`src/hdl/assert_macros.svh`:
```
// assertion macros used by the top-level rtl file
`ifndef ASSERT_MACROS_SVH
`define ASSERT_MACROS_SVH

// clocked property, disabled while reset is asserted
`define DFN_ASSERT(label, prop, msg) \
    label: assert property (@(posedge clk) disable iff (!rst_n) (prop)) else $error(msg);

// property checked in the cycle after its trigger
`define DFN_ASSERT_NEXT(label, trig, prop, msg) \
    label: assert property (@(posedge clk) disable iff (!rst_n) (trig) |=> (prop)) \
        else $error(msg);

`endif

```
`src/hdl/dfn_pkg.sv`:
```
// types, constants and codes shared by the nms filter modules
`default_nettype none
package dfn_pkg;

    localparam int MAX_KEPT = 32;
    localparam int CNT_W    = $clog2(MAX_KEPT + 1);

    localparam logic [CNT_W-1:0] MAX_CNT = CNT_W'(MAX_KEPT);

    // configuration register indexes
    localparam logic [2:0] CFG_SCORE_THR   = 3'd0;
    localparam logic [2:0] CFG_OVERLAP_THR = 3'd1;
    localparam logic [2:0] CFG_REGION_X    = 3'd2;
    localparam logic [2:0] CFG_REGION_Y    = 3'd3;
    localparam logic [2:0] CFG_REGION_W    = 3'd4;
    localparam logic [2:0] CFG_REGION_H    = 3'd5;
    localparam logic [2:0] CFG_LABELED     = 3'd6;

    localparam logic [7:0] SHARED_CLASS = 8'd255;

    // corner order: 0 left, 1 top, 2 right, 3 bottom
    typedef logic [3:0][15:0] corners_t;

    typedef struct packed {
        corners_t   corners;
        logic [15:0] score;
        logic [7:0]  cls;
    } entry_t;

    typedef struct packed {
        logic shift;
        logic load;
    } cell_ctrl_t;

    typedef enum logic [3:0] {
        S_IDLE,
        S_NORM_GO,
        S_NORM_WAIT,
        S_SCAN_A,
        S_SCAN_B,
        S_SCAN_C,
        S_SCAN_D,
        S_SHIFT_REST,
        S_APPEND,
        S_FINISH,
        S_EMIT_LIST,
        S_EMIT_NONE
    } state_t;

endpackage
`default_nettype wire

```
`src/hdl/dfn_iou.sv`:
```
// three-stage overlap test of two boxes against the iou threshold
`default_nettype none
module dfn_iou
    import dfn_pkg::*;
(
    input  wire logic        clk,
    input  wire corners_t    box_a,
    input  wire corners_t    box_b,
    input  wire logic [15:0] thr,
    output logic             hit
);

    logic [15:0] near_x, near_y, far_x, far_y;
    logic signed [16:0] w_comb, h_comb;
    logic signed [16:0] w_reg, h_reg, aw_reg, ah_reg, bw_reg, bh_reg;
    logic signed [33:0] inter_reg, aa_reg, ab_reg;
    logic               pos_reg;
    logic [31:0]        uni_reg;
    logic [30:0]        inter3_reg;
    logic               pos3_reg;
    logic signed [34:0] uni_sum;
    logic [47:0]        lhs, rhs;

    always_comb
    begin
        near_x = (box_a[0] > box_b[0]) ? box_a[0] : box_b[0];
        near_y = (box_a[1] > box_b[1]) ? box_a[1] : box_b[1];
        far_x  = (box_a[2] < box_b[2]) ? box_a[2] : box_b[2];
        far_y  = (box_a[3] < box_b[3]) ? box_a[3] : box_b[3];
        w_comb = $signed({1'b0, far_x}) - $signed({1'b0, near_x});
        h_comb = $signed({1'b0, far_y}) - $signed({1'b0, near_y});
    end

    // stage 1: edge differences
    always_ff @(posedge clk)
    begin
        w_reg  <= w_comb;
        h_reg  <= h_comb;
        aw_reg <= $signed({1'b0, box_a[2]}) - $signed({1'b0, box_a[0]});
        ah_reg <= $signed({1'b0, box_a[3]}) - $signed({1'b0, box_a[1]});
        bw_reg <= $signed({1'b0, box_b[2]}) - $signed({1'b0, box_b[0]});
        bh_reg <= $signed({1'b0, box_b[3]}) - $signed({1'b0, box_b[1]});
    end

    // stage 2: intersection and areas
    always_ff @(posedge clk)
    begin
        inter_reg <= w_reg * h_reg;
        aa_reg    <= aw_reg * ah_reg;
        ab_reg    <= bw_reg * bh_reg;
        pos_reg   <= (w_reg > 17'sd0) && (h_reg > 17'sd0);
    end

    // stage 3: union; both areas are positive whenever the boxes intersect
    assign uni_sum = 35'(aa_reg) + 35'(ab_reg) - 35'(inter_reg);

    always_ff @(posedge clk)
    begin
        uni_reg    <= uni_sum[31:0];
        inter3_reg <= inter_reg[30:0];
        pos3_reg   <= pos_reg;
    end

    assign lhs = {1'b0, inter3_reg, 16'd0};
    assign rhs = thr * uni_reg;
    assign hit = pos3_reg && (lhs > rhs);

endmodule
`default_nettype wire

```
`config.mk`:
```
export PLATFORM = sky130hd
export DESIGN_NAME = dfn_iou
export DESIGN_NICKNAME = d
export VERILOG_FILES = /design/src/hdl/assert_macros.svh /design/src/hdl/dfn_pkg.sv /design/src/hdl/dfn_iou.sv
export SDC_FILE = /design/constraint.sdc
export NUM_CORES = 2
export LEC_CHECK = 0
export ABC_AREA = 1
export BUFFER_PORTS_ARGS = -buffer_cell sky130_fd_sc_hd__buf_2
export CORE_ASPECT_RATIO = 0.6
export CORE_MARGIN = 2
export CORE_UTILIZATION = 50
export CTS_BUF_LIST = sky130_fd_sc_hd__clkbuf_4 sky130_fd_sc_hd__clkbuf_8
export DETAILED_ROUTE_END_ITERATION = 16
export PLACE_DENSITY = 0.68
export SLEW_MARGIN = 25
export SYNTH_ARGS = -nofsm -noshare
export SYNTH_HDL_FRONTEND = slang
export SYNTH_SLANG_ARGS = --single-unit
```
`constraint.sdc`:
```
create_clock -name clk -period 16.3 [get_ports clk]
set_input_delay 1.63 -clock clk [delete_from_list [all_inputs] [get_ports clk]]
set_output_delay 1.63 -clock clk [all_outputs]
set_load 0.03 [all_outputs]
```
# Yosys cells after proc, flatten, opt, wreduce, memory -nomap -nowiden
# Index checks and enable logic that the tools add are counted.
# op_classes
mul	4
n_addsub	8
order_cmp	7
n_reduce_logical	2
mux	4
# ops
op	count
subtractor 16 x 16 -> 17 bit	6
multiplier 17 x 17 -> 32 bit	3
2-to-1 mux 16 bit	4
greater-than comparator 47 x 48 -> 1 bit	1
multiplier 16 x 32 -> 48 bit	1
greater-than comparator 17 x 1 -> 1 bit (second input constant)	2
adder 32 bit	1
greater-than comparator 16 bit	2
less-than comparator 16 bit	2
subtractor 32 bit	1
logical AND 1 bit	2
# word_totals
register_bits	263
elab_cells	38
inputBits	145

# Longest topological paths before layout
# depth
ltp_word	3
mapped_depth	44

# Least setup slack after synthesis
# No wires, ideal clock.
# synth_path
path_kind	input to output
startpoint	in thr[1]
endpoint	out hit
cell_stages	39
arrival_ns	7.981
path_slack_ns	6.689
path_cell_list	clkbuf_1 nand2_1 fa_1 fa_1 inv_1 fa_1 inv_1 fa_1 fa_1 fa_1 inv_1 ha_1 nand2_1 inv_1 a21oi_1 nand3_2 nand2_1 nand2_1 [... 3 more ...] xor2_1 ha_1 nand2_1 inv_1 nand3_1 nor3_1 nand2_1 nand2_1 nand2_1 nand2_1 nand2_1 nand2_1 nand2_1 nand2_1 nand2_1 nand2_1 nand3_1 nor2_1
# synth_via
elab_chain_len	3
# synth_lines
item	line	source
from (decl)	dfn_iou.sv:9	input wire logic [15:0] thr,
multiplier 16 x 32 -> 48 bit	dfn_iou.sv:65	assign rhs = thr * uni_reg;
greater-than comparator 47 x 48 -> 1 bit	dfn_iou.sv:66	assign hit = pos3_reg && (lhs > rhs);
logical AND 1 bit	dfn_iou.sv:66	
to (decl)	dfn_iou.sv:10	output logic hit
# Every way passes these cells.

# Final worst setup path
# layout_path
startpoint	in thr[5]
endpoint	out hit
# The elaborated chain is that of the path after synthesis.

==> impl_metrics.py <==
metrics = {
    "run_status": {
        "status": "finished, final reports clean",
    },
    "critical_path": {
        "ff2ff_setup_slack_ns": 9.46,
        "cp_slowest_cell": "buf_2",
        "arrival_ns": 9.86,
        "critical_path.max_stage_delay_ns": 0.65,
        "required_ns": 14.67,
        "crit_type": "input port to output port",
        "critical_path.endpoint_type": "output port",
        "crit_fanout": 32,
        "cp-start-kind": "input port",
    },
    "sta": {
        "setup_viol": 0,
        "hold_viol_final": 0,
        "min_period_ns": 11.49,
        "tns_ns": 0,
        "fin_crit_sh_pct": 70.5,
        "max_slew.worst_pin.slew_ns": 1.27,
        "drv_slew": 0,
        "slew_headroom_pct": 14.7,
        "finalClockSkew_ns": 0.0673,
        "rsz0062_at_grt": "no",
        "max_freq_mhz": 87.1,
    },
    "place": {
        "numPortBuffers": 145,
        "gp_congestion": 0.990,
        "hpwl_mm": 155,
    },
    "cts": {
        "cts_setup_buffers": 0,
        "clock_path_buffers": 3,
        "clk_pin_slew_ns": 0.07,
        "cts_resized": 0,
        "cts_buffers": 43,
        "ctsHoldBuffers": 0,
        "cts_max_level": 2,
        "insertion_delay_ns": 0.68,
        "cts.sinks": 263,
        "cts_tree": "yes",
        "root_buffer": "clkbuf_8",
    },
    "global_routing": {
        "grt_overflow_total": 0,
        "grt_pass1_wl_mm": 294,
        "grt_pass1_vias": 52700,
        "antenna_found_initial": 10,
        "grtUsageTotal_pct": 28.6,
        "grt_start_max_net_pins": 35,
    },
    "logic_synthesis": {
        "syn_inst": 8083,
        "ys_seq_area_share_pct": 8.17,
        "ys_ff_latch": 263,
        "synthesis.nets": 10100,
        "async_flop_share_pct": 0,
        "yosysWarnings": 0,
        "synth_cell_types": 56,
        "netlist_area_sq_mm": 0.0645,
        "synth_enable_flop_cells": 0,
        "synth.avg_cell_area_sq_um": 7.98,
        "synth_top_flop_cell": "dfxtp_1",
    },
    "run": {
        "cap_violations": 0,
    },
    "cells_and_area": {
        "fin_nets": 10000,
        "final_common_cell": "inv_1",
        "final_cell_mix": "2305 x inv_1, 1877 x nand2_1, 1301 x fa_1, 587 x ha_1, 304 x a21oi_1",
        "fill_cells": 12000,
        "area_growth_pct": 4.46,
        "register_area_sq_mm": 0.00527,
        "final_layout_size_suffix_gt1_share_pct": 5.05,
        "multi_input_area_sq_mm": 0.0493,
    },
    "floorplan": {
        "core_area_sq_mm": 0.127,
        "top_level_ports": 146,
        "die_w_um": 468,
        "dieArea_sq_mm": 0.132,
        "rows": 101,
        "initial_utilization_pct": 50.7,
        "fp.dieH_um": 282,
    },
    "routing": {
        "post_drt_via_cell_ratio": 5.19,
        "postRouteAntennaNets": 0,
        "drt_pass1_iterations": 6,
        "drc": 0,
        "drtIter0Drc": 4446,
        "wl_per_cell_um": 18.7,
        "vias": 50400,
        "postRouteWirelength_mm": 182,
    },
    "worst_hold_path": {
        "hp-class": "flip-flop to flip-flop",
    },
}
[metrics by stage]
step	utilization (%)	hold slack [ns]	area, sq um	setup WS [ns]	instances
after global placement	52.1	0.339	66300	5.05	9635
final	52.9	0.337	67300	4.81	9720
after floorplan	-	0.310	64500	6.69	8083
after CTS	52.9	0.337	67300	5.00	9712
after detailed placement	52.1	0.340	66300	5.04	9635
after global routing	52.9	0.341	67300	4.47	9713
[worst max-delay path: cells and delay by family]
family                   cells  cell delay (ns)
adder cells (fa/ha/maj)      8             3.77
AND/OR/NAND/NOR             14             2.87
buffers and inverters        8             1.23
AO/OA/AOI/OAI                1             0.17
XOR/XNOR                     1             0.14
[cell families (layout without fill, tap and decap cells)]
| logic type | Yosys count | after routing | synth area share, % |
|---|---|---|---|
| AO/OA/AOI/OAI | 677 | 677 | 6.28 |
| XOR/XNOR | 283 | 283 | 3.84 |
| other | 0 | 8 | 0 |
| flip-flops | 263 | 263 | 8.17 |
| AND/OR/NAND/NOR | 2327 | 2327 | 14.5 |
| buffers and inverters | 2645 | 2575 | 15.4 |
| adder cells (fa/ha/maj) | 1888 | 1888 | 51.8 |
[routing by layer]
metal | wire length, um | share of wire (%) | track usage, % | vias up
li1 | - | - | - | 23100
met1 | 87900 | 48 | 45.1 | 24800
met2 | 69800 | 38 | 39.1 | 2263
met4 | 3150 | 1.7 | 4.73 | 8
met5 | 55 | 0.030 | 0.216 | -
met3 | 21200 | 12 | 7.65 | 224
[synth_stat cells, drive strengths merged, types with 4 or more instances]
cell type | n | area share [%]
a21o | 33 | 0.38
a21oi | 336 | 2.8
xnor2 | 104 | 1.4
buf | 30 | 0.22
ha | 587 | 11
o31ai | 16 | 0.23
o211ai | 15 | 0.21
a31oi | 27 | 0.26
fa | 1301 | 40
nor4 | 19 | 0.28
clkbuf | 297 | 1.7
nor3 | 37 | 0.31
and3 | 4 | 0.039
o221ai | 5 | 0.068
o21bai | 25 | 0.30
nand2 | 1885 | 11
inv | 2317 | 13
nand3b | 7 | 0.082
nand3 | 114 | 0.91
nor2 | 189 | 1.1
nand4 | 26 | 0.25
dfxtp | 263 | 8.2
o21a | 11 | 0.13
a211oi | 4 | 0.047
or2 | 45 | 0.44
a21boi | 16 | 0.19
o21ai | 179 | 1.5
xor2 | 179 | 2.4
[worst paths after layout]
check                                from         end  cells past startpoint
worst max register to register  bh_reg[2]  ab_reg[28]                     18
worst min-delay path              pos_reg    pos3_reg                      0
worst max-delay path               thr[5]         hit                     32
worst min register to register    pos_reg    pos3_reg                      0
[area by class of cell]
type	instances	area share, %
repair buffers	180	1.47
clock inverters	19	0.307
clock buffers	58	1.13
flip-flops and latches	263	7.82
well taps	1699	3.16
inverters	2318	12.9
diodes	8	0.0297
multi-input cells	5175	73.2
Power is not shown: default switching activity piles up to over one toggle a cycle in this logic, so the estimate is an artifact.
