## src/hdl/assert_macros.svh

```systemverilog
// assertion macros used by the top-level rtl file
`ifndef ASSERT_MACROS_SVH
`define ASSERT_MACROS_SVH

// clocked property, disabled while reset is asserted
`define DFN_ASSERT(label, prop, msg) \
    label: assert property (@(posedge clk) disable iff (!rst_n) (prop)) else $error(msg);

// property checked in the cycle after its trigger
`define DFN_ASSERT_NEXT(label, trig, prop, msg) \
    label: assert property (@(posedge clk) disable iff (!rst_n) (trig) |=> (prop)) \
        else $error(msg);

`endif

```

## src/hdl/dfn_pkg.sv

```systemverilog
// types, constants and codes shared by the nms filter modules
`default_nettype none
package dfn_pkg;

    localparam int MAX_KEPT = 32;
    localparam int CNT_W    = $clog2(MAX_KEPT + 1);

    localparam logic [CNT_W-1:0] MAX_CNT = CNT_W'(MAX_KEPT);

    // configuration register indexes
    localparam logic [2:0] CFG_SCORE_THR   = 3'd0;
    localparam logic [2:0] CFG_OVERLAP_THR = 3'd1;
    localparam logic [2:0] CFG_REGION_X    = 3'd2;
    localparam logic [2:0] CFG_REGION_Y    = 3'd3;
    localparam logic [2:0] CFG_REGION_W    = 3'd4;
    localparam logic [2:0] CFG_REGION_H    = 3'd5;
    localparam logic [2:0] CFG_LABELED     = 3'd6;

    localparam logic [7:0] SHARED_CLASS = 8'd255;

    // corner order: 0 left, 1 top, 2 right, 3 bottom
    typedef logic [3:0][15:0] corners_t;

    typedef struct packed {
        corners_t   corners;
        logic [15:0] score;
        logic [7:0]  cls;
    } entry_t;

    typedef struct packed {
        logic shift;
        logic load;
    } cell_ctrl_t;

    typedef enum logic [3:0] {
        S_IDLE,
        S_NORM_GO,
        S_NORM_WAIT,
        S_SCAN_A,
        S_SCAN_B,
        S_SCAN_C,
        S_SCAN_D,
        S_SHIFT_REST,
        S_APPEND,
        S_FINISH,
        S_EMIT_LIST,
        S_EMIT_NONE
    } state_t;

endpackage
`default_nettype wire

```

## src/hdl/dfn_div.sv

```systemverilog
// radix-2 restoring divider for (d << 15) / ext with d <= ext
`default_nettype none
module dfn_div
    import dfn_pkg::*;
(
    input  wire logic        clk,
    input  wire logic        rst_n,
    input  wire logic        start,
    input  wire logic [15:0] num,
    input  wire logic [15:0] den,
    output logic [15:0]      quo,
    output logic             done
);

    logic        busy_reg, busy_next;
    logic        done_reg, done_next;
    logic [3:0]  step_reg, step_next;
    logic [15:0] rem_reg, rem_next;
    logic [15:0] quo_reg, quo_next;
    logic        bit_reg, bit_next;
    logic [15:0] den_reg;
    logic [16:0] trial;

    // remainder shifted in with the next dividend bit
    assign trial = {rem_reg, bit_reg};

    always_comb
    begin
        busy_next = busy_reg;
        done_next = 1'b0;
        step_next = step_reg;
        rem_next  = rem_reg;
        quo_next  = quo_reg;
        bit_next  = bit_reg;
        if (start)
        begin
            busy_next = 1'b1;
            step_next = 4'd0;
            rem_next  = {1'b0, num[15:1]};
            bit_next  = num[0];
        end
        else if (busy_reg)
        begin
            bit_next = 1'b0;
            if (trial >= {1'b0, den_reg})
            begin
                rem_next = 16'(trial - {1'b0, den_reg});
                quo_next = {quo_reg[14:0], 1'b1};
            end
            else
            begin
                rem_next = trial[15:0];
                quo_next = {quo_reg[14:0], 1'b0};
            end
            step_next = step_reg + 4'd1;
            if (step_reg == 4'd15)
            begin
                busy_next = 1'b0;
                done_next = 1'b1;
            end
        end
    end

    always_ff @(posedge clk or negedge rst_n)
    begin
        if (!rst_n)
        begin
            busy_reg <= 1'b0;
            done_reg <= 1'b0;
            step_reg <= 4'd0;
        end
        else
        begin
            busy_reg <= busy_next;
            done_reg <= done_next;
            step_reg <= step_next;
        end
    end

    always_ff @(posedge clk)
    begin
        rem_reg <= rem_next;
        quo_reg <= quo_next;
        bit_reg <= bit_next;
        if (start)
        begin
            den_reg <= den;
        end
    end

    assign quo  = quo_reg;
    assign done = done_reg;

endmodule
`default_nettype wire

```

## config.mk

```make
export PLATFORM = sky130hd
export DESIGN_NAME = dfn_div
export DESIGN_NICKNAME = d
export VERILOG_FILES = /design/src/hdl/assert_macros.svh /design/src/hdl/dfn_pkg.sv /design/src/hdl/dfn_div.sv
export SDC_FILE = /design/constraint.sdc
export NUM_CORES = 1
export LEC_CHECK = 0
export BUFFER_PORTS_ARGS = -buffer_cell sky130_fd_sc_hd__buf_2
export CELL_PAD_IN_SITES_DETAIL_PLACEMENT = 2
export CELL_PAD_IN_SITES_GLOBAL_PLACEMENT = 2
export CORE_MARGIN = 2
export CORE_UTILIZATION = 41
export CTS_BUF_LIST = sky130_fd_sc_hd__clkbuf_8
export CTS_CLUSTER_SIZE = 40
export DETAILED_ROUTE_END_ITERATION = 8
export PLACE_DENSITY_LB_ADDON = 0.1
export SLEW_MARGIN = 10
export SYNTH_ARGS = -nofsm -noshare
export SYNTH_HDL_FRONTEND = slang
export SYNTH_SLANG_ARGS = --single-unit
```

## constraint.sdc

```tcl
create_clock -name clk -period 4.7 [get_ports clk]
set_input_delay 0.94 -clock clk [delete_from_list [all_inputs] [get_ports clk]]
set_output_delay 0.94 -clock clk [all_outputs]
set_load 0.01 [all_outputs]
```

# After elaboration in Yosys (flattened, before gate mapping)
# Cells that the tools add are included.
[word_totals]
elab_cells = 29
input_bits = 35
register_bits = 55
output_inout_bits = 17
[op_classes]
n_bitwise = 1
n_mux = 14
addsub = 2
n_lt_le_gt_ge = 1
n_reduce_logical = 2
n_eq_ne = 1
[ops]
columns = ["op", "count"]
rows = [
  ["$mux 15", 2],
  ["$ge 17x16->1", 1],
  ["$mux 16", 1],
  ["$sub 16x16->16", 1],
  ["$mux 1", 9],
  ["$mux 4", 2],
  ["$add 4x1->4 const B", 1],
  ["$eq 4x4->1 const B", 1],
  ["$reduce_and 2->1", 1],
  ["$reduce_bool 2->1", 1],
  ["$not 1->1", 1],
]

# Logic depth before layout (Yosys ltp)
[depth]
word_depth = 4
mapped_depth = 11
mapped_depth_nobuf = 10

# Worst setup path before layout
# No wires, ideal clock.
[synth_timing]
path_kind = "reg2reg"
from = "register bit_reg"
to = "register rem_reg[10] (data pin)"
setup_time_ps = 262
period_less_slack_ps = 2429
path_slack_ps = 2271
path_buffers = 0
t_arrival_ps = 2168
t_required_ps = 4438
path_stages_with_launch = 11
path_cell_list = "edfxtp_1 > inv_1 > ha_1 > inv_1 > fa_1 > a21o_1 > a221oi_2 > o31ai_1 > xnor2_1 > a211oi_1 > a311o_2"
[synth_via]
elab_chain_len = 4
word_cells_on_any_way = 5
cone_classes = "add/sub (1); order compare (1); mux (3)"
[synth_lines]
columns = ["item", "line", "rtl"]
rows = [
  ["start, declared", "dfn_div.sv:20", "logic bit_reg, bit_next;"],
  ["start signal, assigned", "dfn_div.sv:84", "bit_reg <= bit_next;"],
  ["$sub 16x16->16 / $ge 17x16->1 (equally long branches)", "dfn_div.sv:47, dfn_div.sv:45", ""],
  ["$mux 16 *", "dfn_div.sv:45", "if (trial >= {1'b0, den_reg})"],
  ["$mux 15 *", "dfn_div.sv:42", "else if (busy_reg)"],
  ["$mux 15 *", "dfn_div.sv:35", "if (start)"],
  ["net rem_next[10]", "dfn_div.sv:18", "logic [15:0] rem_reg, rem_next;"],
  ["end signal, assigned", "dfn_div.sv:82", "rem_reg <= rem_next;"],
  ["end, declared", "dfn_div.sv:18", ""],
]
# Mark *: on every way through the listed nets, which the timed path passes. The rest lies on a longest branch. The select of a mux whose other input is x is not followed.
# A chain may end at the register's enable or synchronous reset.

# Final worst setup path
[layout_timing]
from = "register rem_reg[1]"
to = "register rem_reg[10] (data pin)"
[layout_via]
elab_chain_len = 4
word_cells_on_any_way = 5
cone_classes = "add/sub (1); order compare (1); mux (3)"
[layout_lines]
columns = ["item", "line"]
rows = [
  ["$sub 16x16->16 / $ge 17x16->1 (equally long branches)", "dfn_div.sv:47, dfn_div.sv:45"],
  ["$mux 16 *", "dfn_div.sv:45"],
  ["$mux 15 *", "dfn_div.sv:42"],
  ["$mux 15 *", "dfn_div.sv:35"],
  ["net rem_next[10]", "dfn_div.sv:18"],
]
# Marked as above.

==> key figures <==
Timing
  – Max-slew violations: 0
  – Final worst path period share: 0.685
  – Final setup fails: 0
  – Max Clock Freq: 310 MHz
  – Clock period minus worst slack: 3.22 ns
  – Slew headroom: 0.291
  – Slew @ Worst Pin: 1.06 ns
  – Post-Route Skew: 0.00833 ns
  – Final Hold Viols: 0
  – Setup TNS: 0 ns
  – RSZ-0062 raised after global routing: false

Synth
  – FFs w/ async S/R, synth: 0.109
  – Synth warn: 0
  – Synth top area share: 0.445
  – Synth Area per Inst: 11.0 um2
  – Number of synthesized flops with an enable pin: 48
  – Syn Inst Count: 295
  – Top cells by area, synth: edfxtp_1 45%, ha_1 6.6%, dfrtp_1 4.6%
  – Syn_nets: 348
  – Yosys reg bits: 55
  – Sequential area share after synthesis: 0.498
  – Synth unique cells: 54
  – Post-Syn Area: 3240 um2
  – Post-synth top area cell: edfxtp_1
  – Primary FF master, synth: edfxtp_1

Global routing
  – GRT Overall Usage: 0.226
  – Initial antenna violation count: 0
  – Final global-route overflow total: 0
  – First-pass GRT wire length: 14900 um
  – Pin count of the biggest net entering global routing: 27
  – Vias in the first global route: 2747

Route
  – Post-Route WL: 9500 um
  – Iter 0 DRT Violations: 182
  – Drt first pass iters: 4
  – Vias: 2581
  – Wire per inst: 21.6 um
  – DR vias/cell: 5.87
  – DR DRC count: 0
  – Number of routed nets with antenna violations: 0

Placed design
  – DP Wirelength: 6960 um
  – RD Place Congestion: 0.850
  – Port bufs: 51

Worst setup path
  – CP Launch Type: flop
  – Crit path kind: reg -> reg
  – Max FO, Critical Path: 14
  – Critical Path AT: 3.30 ns
  – Critical Path RT: 4.78 ns
  – Critical-path cell list: ha_1, o211ai_1, a21o_1, a21oi_2, o41ai_4, a211oi_1, a311o_2
  – Slowest stage cell, crit path: o41ai_4
  – Worst setup EP type: flop
  – R2r setup slk: 1.48 ns
  – Largest stage delay on the critical path: 0.99 ns

Clocking
  – Sink Count: 55
  – Clock latency on the worst-skew pair: 0.32 ns
  – Resize count post-CTS: 0
  – Number of post-CTS setup repair buffers: 0
  – Clock transition at path regs: 0.11 ns
  – Cts bufs inserted: 5
  – CTS root buffer: clkbuf_8
  – H-tree depth: 2
  – CTS tree: done
  – Hold-fix buffers, CTS: 0
  – Clock buffer depth: 2

Finish
  – N_diodes: 0
  – Layout fillers: 815
  – Final core utilization: 0.475
  – Share of cells above drive strength 1: 0.222
  – Layout net count: 390
  – Area Overhead vs Synth: 12.8%
  – Multi-input logic area: 1430 um2
  – Sequential Area: 1610 um2

Job
  – Max cap viols: 0

Hold path
  – Hold crit path type: in -> async

Die
  – Core Footprint: 7690 um2
  – I/O pin cnt: 52
  – Die Wd: 92.9 um
  – Die H: 92.9 um
  – FP Rows: 32
  – Initial Utilization: 0.421
  – Die Area: 8620 um2

Power
  – P per Cell Area: 597 nW/um2
  – Pleak: 0.00150 uW
  – Peak supply drop: 0.000210 V

Outcome
  – Status: completed
## placed cells by master (no fill, tap or decap), drive strengths merged, types with 10 or more instances in the layout
cell    synthesis  final
edfxtp         48     48
a21oi          20     20
inv            22     23
nand3          10     10
nand4          11     11
nor2           16     16
nand2          20     20
a31oi          10     10
buf            11     54
ha             17     17
## final cells by class
cell class              count  share of cell area
well taps                 102              0.0350
inverters                  23              0.0243
flip-flops and latches     55               0.441
multi-input cells         198               0.392
clock buffers               5              0.0188
clock inverters             3              0.0127
repair buffers             54              0.0761
## power breakdown
part           switching (uW)  internal [uW]
registers                55.9            651
clock network             175            161
logic                     728            408
## critical path, delay by kind of cell (launching register included)
| family | cells | cell delay [ns] |
|---|---|---|
| compound gates | 6 | 2.17 |
| fa+ha+maj | 1 | 0.38 |
| flops | 1 | 0.41 |
## synthesized netlist by cell type, types with 2 or more instances
cell type,number
and4_1,2
a211o_1,2
nor2_1,15
o211ai_1,3
ha_1,17
a21oi_1,17
clkbuf_1,8
and2_1,7
a21oi_2,3
xor2_1,5
dfrtp_1,6
nand4_1,11
o311ai_0,2
o2111ai_1,2
or2_2,2
o221ai_1,2
a211oi_1,5
o31ai_1,5
nor3_1,3
and3_1,2
a31oi_1,10
nand3_1,10
xnor2_1,8
a41oi_1,4
inv_1,21
a21o_1,9
o21a_1,2
nand2_1,20
buf_2,7
o311ai_2,2
o21ai_0,9
nand2b_1,3
edfxtp_1,48
buf_6,3
## path summary, 6_finish.rpt
path | from | endpoint | depth (start not counted)
max | rem_reg[1] | rem_reg[10] | 7
min | rst_n | done | 1
max reg2reg | rem_reg[1] | rem_reg[10] | 7
min reg2reg | quo[8] | quo[9] | 0
max in group asynchronous | rst_n | step_reg[0] | 1
min in group clk | quo[8] | quo[9] | 0
## cells by family after synthesis
logic type,after synthesis,synth area share
AO/OA/AOI/OAI,87,0.204
AND/OR/NAND/NOR,79,0.127
flip-flops,55,0.498
buffers and inverters,42,0.0603
adder cells (fa/ha/maj),18,0.0719
XOR/XNOR,13,0.0352
multiplexers,1,0.00309
## per-stage QoR
stage	hold slack [ns]	area (um2)	std cells	setup slack [ns]	total power (uW)
2_1_floorplan	0.491	3240	295	2.27	1530
6_report	0.415	3650	440	1.48	2180
4_1_cts	0.418	3650	440	1.50	2180
3_5_place_dp	0.442	3540	432	1.52	1830
5_1_grt	0.416	3650	440	1.35	2310
3_3_place_gp	0.427	3540	432	1.72	1770
## metal layers
layer	routed length, um	share of wire	vias up	GRT usage
met5	0	0	-	0
met4	60	0.0063	0	0.0404
met3	459	0.048	4	0.0334
met1	4070	0.43	1314	0.298
li1	-	-	1197	-
met2	4910	0.52	66	0.397
No activity file was read; power rests on OpenSTA's default activity.
