===== src/hdl/assert_macros.svh =====
// assertion macros used by the top-level rtl file
`ifndef ASSERT_MACROS_SVH
`define ASSERT_MACROS_SVH

// clocked property, disabled while reset is asserted
`define DFN_ASSERT(label, prop, msg) \
    label: assert property (@(posedge clk) disable iff (!rst_n) (prop)) else $error(msg);

// property checked in the cycle after its trigger
`define DFN_ASSERT_NEXT(label, trig, prop, msg) \
    label: assert property (@(posedge clk) disable iff (!rst_n) (trig) |=> (prop)) \
        else $error(msg);

`endif


===== src/hdl/dfn_pkg.sv =====
// types, constants and codes shared by the nms filter modules
`default_nettype none
package dfn_pkg;

    localparam int MAX_KEPT = 32;
    localparam int CNT_W    = $clog2(MAX_KEPT + 1);

    localparam logic [CNT_W-1:0] MAX_CNT = CNT_W'(MAX_KEPT);

    // configuration register indexes
    localparam logic [2:0] CFG_SCORE_THR   = 3'd0;
    localparam logic [2:0] CFG_OVERLAP_THR = 3'd1;
    localparam logic [2:0] CFG_REGION_X    = 3'd2;
    localparam logic [2:0] CFG_REGION_Y    = 3'd3;
    localparam logic [2:0] CFG_REGION_W    = 3'd4;
    localparam logic [2:0] CFG_REGION_H    = 3'd5;
    localparam logic [2:0] CFG_LABELED     = 3'd6;

    localparam logic [7:0] SHARED_CLASS = 8'd255;

    // corner order: 0 left, 1 top, 2 right, 3 bottom
    typedef logic [3:0][15:0] corners_t;

    typedef struct packed {
        corners_t   corners;
        logic [15:0] score;
        logic [7:0]  cls;
    } entry_t;

    typedef struct packed {
        logic shift;
        logic load;
    } cell_ctrl_t;

    typedef enum logic [3:0] {
        S_IDLE,
        S_NORM_GO,
        S_NORM_WAIT,
        S_SCAN_A,
        S_SCAN_B,
        S_SCAN_C,
        S_SCAN_D,
        S_SHIFT_REST,
        S_APPEND,
        S_FINISH,
        S_EMIT_LIST,
        S_EMIT_NONE
    } state_t;

endpackage
`default_nettype wire


===== src/hdl/dfn_cell.sv =====
// one slot of the kept list, shifting toward the head
`default_nettype none
module dfn_cell
    import dfn_pkg::*;
(
    input  wire logic       clk,
    input  wire cell_ctrl_t ctrl,
    input  wire entry_t     nbr,
    input  wire entry_t     tail,
    output entry_t          q
);

    entry_t q_reg, q_next;

    always_comb
    begin
        q_next = q_reg;
        if (ctrl.load)
        begin
            q_next = tail;
        end
        else if (ctrl.shift)
        begin
            q_next = nbr;
        end
    end

    always_ff @(posedge clk)
    begin
        q_reg <= q_next;
    end

    assign q = q_reg;

endmodule
`default_nettype wire


===== config.mk =====
export PLATFORM = sky130hd
export DESIGN_NAME = dfn_cell
export DESIGN_NICKNAME = d
export VERILOG_FILES = /design/src/hdl/assert_macros.svh /design/src/hdl/dfn_pkg.sv /design/src/hdl/dfn_cell.sv
export SDC_FILE = /design/constraint.sdc
export NUM_CORES = 1
export LEC_CHECK = 0
export BUFFER_PORTS_ARGS = -buffer_cell sky130_fd_sc_hd__buf_2
export CELL_PAD_IN_SITES_DETAIL_PLACEMENT = 1
export CELL_PAD_IN_SITES_GLOBAL_PLACEMENT = 1
export CORE_MARGIN = 2
export CORE_UTILIZATION = 34
export CTS_CLUSTER_DIAMETER = 60
export DETAILED_ROUTE_END_ITERATION = 16
export PLACE_DENSITY_LB_ADDON = 0.1
export SLEW_MARGIN = 20
export SYNTH_ARGS = -nofsm -noshare
export SYNTH_HDL_FRONTEND = slang
export SYNTH_SLANG_ARGS = --single-unit

===== constraint.sdc =====
create_clock -name clk -period 9.3 [get_ports clk]
set_input_delay 1.86 -clock clk [delete_from_list [all_inputs] [get_ports clk]]
set_output_delay 1.86 -clock clk [all_outputs]
set_load 0.01 [all_outputs]

Yosys cells after proc, flatten, opt, wreduce, memory -nomap -nowiden
Cells that the tools add are included.
{"block": "word_totals", "regBits": 88, "input_bits": 179, "output_inout_bits": 88, "wordCells": 9}
{"block": "classes", "mux": 2, "reduce_logical": 1}
{"cell": "$mux 88", "n": 2}
{"cell": "$reduce_bool 2->1", "n": 1}

Logic depth before layout (Yosys ltp)
Gate-level depths: netlist of the first run.
{"block": "depth", "word_depth": 2, "mapped_depth": 4, "mapped_depth_nobuf": 1}

Least setup slack after synthesis of the first run
OpenSTA, ideal clock, no wires.
{"block": "synth_path", "path_kind": "input to register", "from": "input port ctrl[0] (netlist bit)", "to": "register q_reg (netlist bit q[0]), enable pin", "setup_time_ns": 0.452, "arrival_ns": 4.214, "required_ns": 8.848, "slack_ns": 4.634, "stages": 4, "path_buffers": 3, "cell_sequence": "buf_6 buf_6 buf_6 or2_1"}
{"block": "synth_via", "elab_chain_len": 1}
{"item": "start, declared", "line_no": "dfn_cell.sv:7", "rtl": "input wire cell_ctrl_t ctrl,"}
{"item": "$reduce_bool 2->1 (no line)"}
{"item": "end signal, assigned", "line_no": "dfn_cell.sv:30", "rtl": "q_reg <= q_next;"}
{"item": "end, declared", "line_no": "dfn_cell.sv:13", "rtl": "entry_t q_reg, q_next;"}
No other way between the ends.
A chain may end at the register's enable or synchronous reset.

Worst setup path after layout of the first run
{"block": "layout_path", "from": "input port ctrl[0] (netlist bit)", "to": "register q_reg (netlist bit q[31]), enable pin"}
The elaborated chain is that of the path after synthesis.

==> metrics.yaml, run 1 <==
cts.sinks: 88
drt-pass1-iter-count: 4
grt_antenna_before_repair: 0
cts_hold_buf: 0
tritoncts: "done"
setup_viol: 0
syn_area_um2: 3740
finalCriticalPeriod_ns: 3.63
cts_buffers: 9
path_clk_slew_ns: 0.09
synth_cells: 187
cts_root_buf: "clkbuf_8"
critPathMaxFanout: 45
fmax_mhz: 276
intPower_mw: 0.773
path_class: "in2reg"
routed_wl_um: 10600
drc: 0
post-route-period-util_pct: 39.0
dp_hpwl_um: 8400
ys_seq_elements: 88
cts_resized: 0
ir_worst_vdd_uv: 86.1
p_switching_mw: 0.221
crit_required_ns: 9.29
grt_pass1_vias: 2966
multi_input_area_um2: 1030
antenna_cells: 0
combPwrFrac_pct: 15.9
track_usage_pct: 17.8
portBuffers: 266
fillCellCount: 1161
die_h_um: 109
end_kind: "flop"
syn2layout_area_growth_pct: 45.8
cts_setup_buffers: 0
status: "finished clean"
wl_per_cell_um: 17.7
hold_path.startpoint: "tail[37]"
core_um2: 10800
startpoint_type: "input pin"
place.gp.congestion: 0.721
yosysUniqueCellTypes: 6
htree_num_levels: 3
rows: 38
syn-num-nets: 366
nets: 635
startpoint: "ctrl[0]"
maxCapViolations: 0
final_common_cell: "buf_2"
hold_violations: 0
vias: 2737
leakage_nw: 2.47
slew-limit-headroom_pct: 59.9
pin_count: 267
largest_reg_flops: 88
layout.cells.most_common_list: "buf_2, edfxtp_1, mux2_2"
register_area_um2: 2640
hold_class: "in2reg"
clkPwrFrac_pct: 34.1
worstPathArrival_ns: 3.62
p_sw_share_pct: 22.2
drive_gt1_share_pct: 80.7
finalSetupTns_ns: 0
cts_buffer_depth: 2
grt_max_degree: 46
p_seq_share_pct: 50.0
vias_per_cell: 4.55
fp.dieW_um: 109
initial_core_util_pct: 34.7
final_antenna_net_count: 0
cellPowerDensity_nw_per_um2: 182
hold_slack_ns: 1.80
rsz0062_at_grt: "no"
yosys_warnings: 0
die-area_um2: 11900
synth_seq_area_share_pct: 70.6
avgSynthCellArea_um2: 20.0
dr.first_iter.drc_count: 73
slew_violations: 0
grt_pass1_wl_um: 15400
grt_overflow: 0
tightestPinTransition_ns: 0.601
==> power groups by stage <==
stage / clock network [mW] / logic, mW / registers (mW)
after floorplan: 0 / 0.0464 / 0.533
after global placement: 0 / 0.158 / 0.505
after detailed placement: 0 / 0.161 / 0.507
after CTS: 0.348 / 0.162 / 0.498
after global routing: 0.362 / 0.173 / 0.502
final: 0.339 / 0.158 / 0.497
==> layout make-up <==
cell class | count | area share, %
Clock inverter | 7 | 2.45
Multi-Input combinational cell | 89 | 18.9
Tap cell | 140 | 3.21
Clock buffer | 9 | 2.27
Timing Repair Buffer | 268 | 24.7
Sequential cell | 88 | 48.4
==> worst max-delay path, stage by stage <==
cell,delay [ns]
buf_4,0.46
or2_4,0.61
buf_4,0.59
==> synth_stat cells <==
master | count | area share (%)
buf_2 | 7 | 0.94
buf_6 | 3 | 0.90
edfxtp_1 | 88 | 71
mux2_2 | 79 | 24
mux2_4 | 9 | 3.6
or2_1 | 1 | 0.17
==> stage by stage <==
stage,area [um^2],utilization (%),power (mW),setup slack (ns),instances
2_1_floorplan,3740,-,0.579,4.63,187
3_3_place_gp,5200,48.2,0.663,5.30,585
3_5_place_dp,5200,48.2,0.668,5.25,585
4_1_cts,5460,50.6,1.01,5.64,601
5_1_grt,5460,50.6,1.04,5.50,601
6_report,5460,50.6,0.994,5.67,601
==> cell families after synthesis <==
logic type,Yosys count,synth area share (%)
muxes,88,27.4
and+or+nand+nor,1,0.167
buffers and inverters,10,1.84
DFF,88,70.6
==> layer usage <==
| metal | share of wire (%) | GRT usage [%] |
|---|---|---|
| met3 | 11 | 7.05 |
| met2 | 53 | 32.0 |
| met5 | 0 | 0 |
| met4 | 1.9 | 7.42 |
| met1 | 34 | 18.2 |
==> worst paths after layout <==
path,end,slack (ns),cells after the start
worst max-delay path,q[31],5.67,3
worst min-delay path,q[37],1.80,2
Note: power is estimated with default switching activity, not from simulation.
==> run 2: changes to the inputs <==
--- a/config.mk
+++ b/config.mk
@@ -9,7 +9,7 @@
 export CELL_PAD_IN_SITES_DETAIL_PLACEMENT = 1
 export CELL_PAD_IN_SITES_GLOBAL_PLACEMENT = 1
 export CORE_MARGIN = 2
-export CORE_UTILIZATION = 34
+export CORE_UTILIZATION = 31
 export CTS_CLUSTER_DIAMETER = 60
 export DETAILED_ROUTE_END_ITERATION = 16
 export PLACE_DENSITY_LB_ADDON = 0.1
==> constraint.sdc (replaced) <==
create_clock -name clk -period 3.4 [get_ports clk]
set_input_delay 0.68 -clock clk [delete_from_list [all_inputs] [get_ports clk]]
set_output_delay 0.68 -clock clk [all_outputs]
set_load 0.01 [all_outputs]
==> metrics.yaml, run 2 (same netlist as run 1, synthesis figures left out) <==
total_power_mw: 2.75
dr.first_iter.drc_count: 75
drc: 0
hold_path.startpoint: "tail[30]"
crit_top_cell: "buf_4"
hold_violations: 0
maxCapViolations: 0
cts.sinks: 88
initial_core_util_pct: 31.4
tritoncts: "done"
cp_cell_sequence: "buf_4 > or2_4 > buf_4"
startpoint_type: "input pin"
place.gp.congestion: 0.739
die-area_um2: 13000
die_h_um: 114
intPower_mw: 2.13
path_clk_slew_ns: 0.06
wl_per_cell_um: 17.6
cpPeakStageDelay_ns: 0.48
finalCriticalPeriod_ns: 1.65
vias: 2705
cts_buffer_depth: 2
critPathBufInv: 2
nets: 637
dp_slack_ns: 1.36
drt-pass1-iter-count: 4
slew-limit-headroom_pct: 61.5
critPathMaxFanout: 40
routed_wl_um: 10800
crit_family: "buffers and inverters"
drive_gt1_share_pct: 80.8
grt_pass1_vias: 2967
cts_root_buf: "clkbuf_16"
finalSetupTns_ns: 0
core_um2: 11900
pin_count: 267
cts_hold_buf: 0
portBuffers: 266
end_kind: "flop"
hold_class: "in2reg"
htree_num_levels: 3
ir_worst_vdd_uv: 210
final_common_cell: "buf_2"
rsz0062_at_grt: "no"
fp.dieW_um: 114
grt_max_degree: 89
cts_buffers: 9
grt_pass1_wl_um: 15800
clkPwrFrac_pct: 34.8
cts_resized: 0
track_usage_pct: 16.5
p_sw_share_pct: 22.8
cellPowerDensity_nw_per_um2: 498
rows: 40
path_class: "in2reg"
vias_per_cell: 4.42
combPwrFrac_pct: 15.8
p_switching_mw: 0.628
setup_viol: 0
crit_required_ns: 3.41
dp_hpwl_um: 8430
layout.cells.most_common_list: "buf_2, edfxtp_1, mux2_2"
post-route-period-util_pct: 48.7
leakage_nw: 2.50
final_antenna_net_count: 0
worstPathArrival_ns: 1.67
slew_violations: 0
grt_overflow: 0
grt_antenna_before_repair: 2
timing.final.ws_setup_ns: 1.75
startpoint: "ctrl[0]"
largest_reg_flops: 88
p_seq_share_pct: 49.4
fmax_mhz: 604
syn2layout_area_growth_pct: 47.7
crit_slowest_cell: "or2_4"
hold_slack_ns: 0.644
cts_setup_buffers: 0
status: "finished clean"
tightestPinTransition_ns: 0.578
run 2: cell types whose count changed in the layout (fill, tap and decap cells not counted), sizes merged:
| cell | before | now |
|---|---|---|
| bufinv | 4 | 1 |
| clkinv | 3 | 6 |
| diode | 0 | 2 |
| buf | 268 | 270 |
run 2: path summary, 6_finish.rpt:
kind	to	slack, ns	cells past startpoint
min	q[30]	0.64	2
max	q[64]	1.75	3
run 2: area by class of cell:
type | instances | area (um^2)
fill | 1301 | 6380
sequential | 88 | 2640
timing repair buffer | 270 | 1380
multi-input combinational | 89 | 1030
clock buffer | 9 | 225
tap | 147 | 184
clock inverter | 7 | 62.6
antenna | 2 | 5.00
run 2: stage by stage:
step	instances	utilization, %	cell area, um^2
6_report	612	46.4	5530
5_1_grt	611	46.4	5530
4_1_cts	610	46.4	5520
3_5_place_dp	594	44.0	5240
3_3_place_gp	594	44.0	5240
2_1_floorplan	187	-	3740
run 2: layer usage:
metal | vias up | wire [um] | part of all wire (%) | track usage, %
met2 | 149 | 5800 | 54 | 30.9
met3 | 18 | 1050 | 9.8 | 6.54
met1 | 1256 | 3630 | 34 | 15.8
met4 | 0 | 276 | 2.6 | 7.15
li1 | 1282 | - | - | -
met5 | - | 0 | 0 | 0
run 2: power by group through the flow:
stage | clock, mW | sequential (mW) | combinational (mW)
after global routing | 1.03 | 1.37 | 0.472
final | 0.958 | 1.36 | 0.436
after global placement | 0 | 1.38 | 0.437
after CTS | 0.990 | 1.36 | 0.445
after floorplan | 0 | 1.45 | 0.127
after detailed placement | 0 | 1.39 | 0.444
==> run 3: changes to the inputs <==
--- a/config.mk
+++ b/config.mk
@@ -5,11 +5,12 @@
 export SDC_FILE = /design/constraint.sdc
 export NUM_CORES = 1
 export LEC_CHECK = 0
+export ABC_AREA = 1
 export BUFFER_PORTS_ARGS = -buffer_cell sky130_fd_sc_hd__buf_2
 export CELL_PAD_IN_SITES_DETAIL_PLACEMENT = 1
 export CELL_PAD_IN_SITES_GLOBAL_PLACEMENT = 1
 export CORE_MARGIN = 2
-export CORE_UTILIZATION = 31
+export CORE_UTILIZATION = 29
 export CTS_CLUSTER_DIAMETER = 60
 export DETAILED_ROUTE_END_ITERATION = 16
 export PLACE_DENSITY_LB_ADDON = 0.1
==> constraint.sdc (replaced) <==
create_clock -name clk -period 1.6 [get_ports clk]
set_input_delay 0.32 -clock clk [delete_from_list [all_inputs] [get_ports clk]]
set_output_delay 0.32 -clock clk [all_outputs]
set_load 0.01 [all_outputs]
==> metrics.yaml, run 3 <==
status: "finished clean"
vias_per_cell: 4.24
final_common_cell: "buf_2"
initial_core_util_pct: 29.7
grt_antenna_before_repair: 1
yosysUniqueCellTypes: 7
cts_buffer_depth: 2
cts.sinks: 88
synth_flop_cell: "edfxtp_1"
maxCapViolations: 0
synth_enable_flop_cells: 88
drc: 0
finalSetupTns_ns: 0
crit_required_ns: 1.28
fmax_mhz: 843
core_um2: 12700
combPwrFrac_pct: 16.3
largest_reg_flops: 88
final_antenna_net_count: 0
clkPwrFrac_pct: 33.0
routed_wl_um: 11800
htree_num_levels: 3
synth_top_area_share_pct: 70.1
pin_count: 267
synth-async-reset-ratio_pct: 0
p_sw_share_pct: 24.9
fp.dieW_um: 118
synth_area_leaders: "edfxtp_1, nand2_1, buf_2, buf_6, buf_4"
synth_seq_area_share_pct: 70.1
grt_pass1_wl_um: 18300
end_kind: "primary output"
syn-num-nets: 552
setup_viol: 0
place.gp.congestion: 0.728
finalCriticalPeriod_ns: 1.19
tritoncts: "done"
path_clk_slew_ns: 0.06
cpPeakStageDelay_ns: 0.37
grt_overflow: 0
p_seq_share_pct: 50.7
slew-limit-headroom_pct: 41.3
cts_resized: 0
grt_pass1_vias: 3646
critPathMaxFanout: 1
intPower_mw: 4.27
synth_most_common_cell: "nand2_1"
wl_per_cell_um: 14.5
startpoint_type: "flop"
tightestPinTransition_ns: 0.881
synth_cells: 373
die_h_um: 118
cellPowerDensity_nw_per_um2: 1030
syn2layout_area_growth_pct: 46.4
rows: 41
syn_area_um2: 3770
yosys_warnings: 0
p_switching_mw: 1.41
cts_buffers: 9
dp_hpwl_um: 8970
hold_violations: 0
portBuffers: 266
ys_seq_elements: 88
crit_family: "flip-flops"
cp_cell_sequence: "buf_2"
die-area_um2: 13900
dr.first_iter.drc_count: 135
drive_gt1_share_pct: 44.6
ir_worst_vdd_uv: 367
slew_violations: 0
hold_class: "in2reg"
cts_root_buf: "clkbuf_16"
post-route-period-util_pct: 74.1
layout.cells.most_common_list: "buf_2, nand2_1, edfxtp_1"
fin_util_pct: 43.5
cts_setup_buffers: 0
path_class: "reg2out"
hold_slack_ns: 0.245
synth_top_area_cell: "edfxtp_1"
avgSynthCellArea_um2: 10.1
grt_max_degree: 89
worstPathArrival_ns: 0.87
nets: 815
drt-pass1-iter-count: 4
vias: 3450
ys_top_cells_by_count: "nand2_1, edfxtp_1, buf_2, buf_6"
track_usage_pct: 17.0
leakage_nw: 2.91
rsz0062_at_grt: "no"
critPathBufInv: 1
cts_hold_buf: 0
crit_slowest_cell: "edfxtp_1"
[run 3: layout make-up]
cell class              count  area, um^2
fillers                  1572        7150
repair buffers            271        1390
multi-input cells         265        1000
flip-flops and latches     88        2640
inverters                   1        6.26
diodes                      1        2.50
clock buffers              11         233
clock inverters             5        23.8
well taps                 172         215
[run 3: path summary, 6_finish.rpt]
check	to	cells past startpoint	startpoint
worst max-delay path	q[9]	1	q[9]
worst min-delay path	q[4]	3	nbr[4]
[run 3: metal layers]
metal / global-route usage (%) / share of wire, %
met3: 6.64 / 9.3
met1: 16.8 / 35
met4: 6.55 / 1.3
met2: 31.8 / 54
met5: 0 / 0
[run 3: kinds of logic after synthesis]
family        synth area share [%]
buf+inv                       3.42
simple gates                  26.5
flops                         70.1
[run 3: power by group through the flow]
stage	Clock, mW	Sequential (mW)	Combinational, mW
5_1_grt	2.02	2.91	1.03
3_3_place_gp	0	2.93	0.933
2_1_floorplan	0	3.09	0.253
4_1_cts	1.93	2.89	0.954
3_5_place_dp	0	2.94	0.952
6_report	1.88	2.89	0.928
[run 3: per-stage QoR]
step                instances  setup slack, ns  power, mW  area [um^2]
floorplan                 373          -0.0251       3.34         3780
global placement          797            0.122       3.86         5260
detailed placement        797           0.0843       3.89         5260
CTS                       813            0.385       5.78         5510
global route              814            0.285       5.96         5520
finish                    814            0.414       5.69         5520
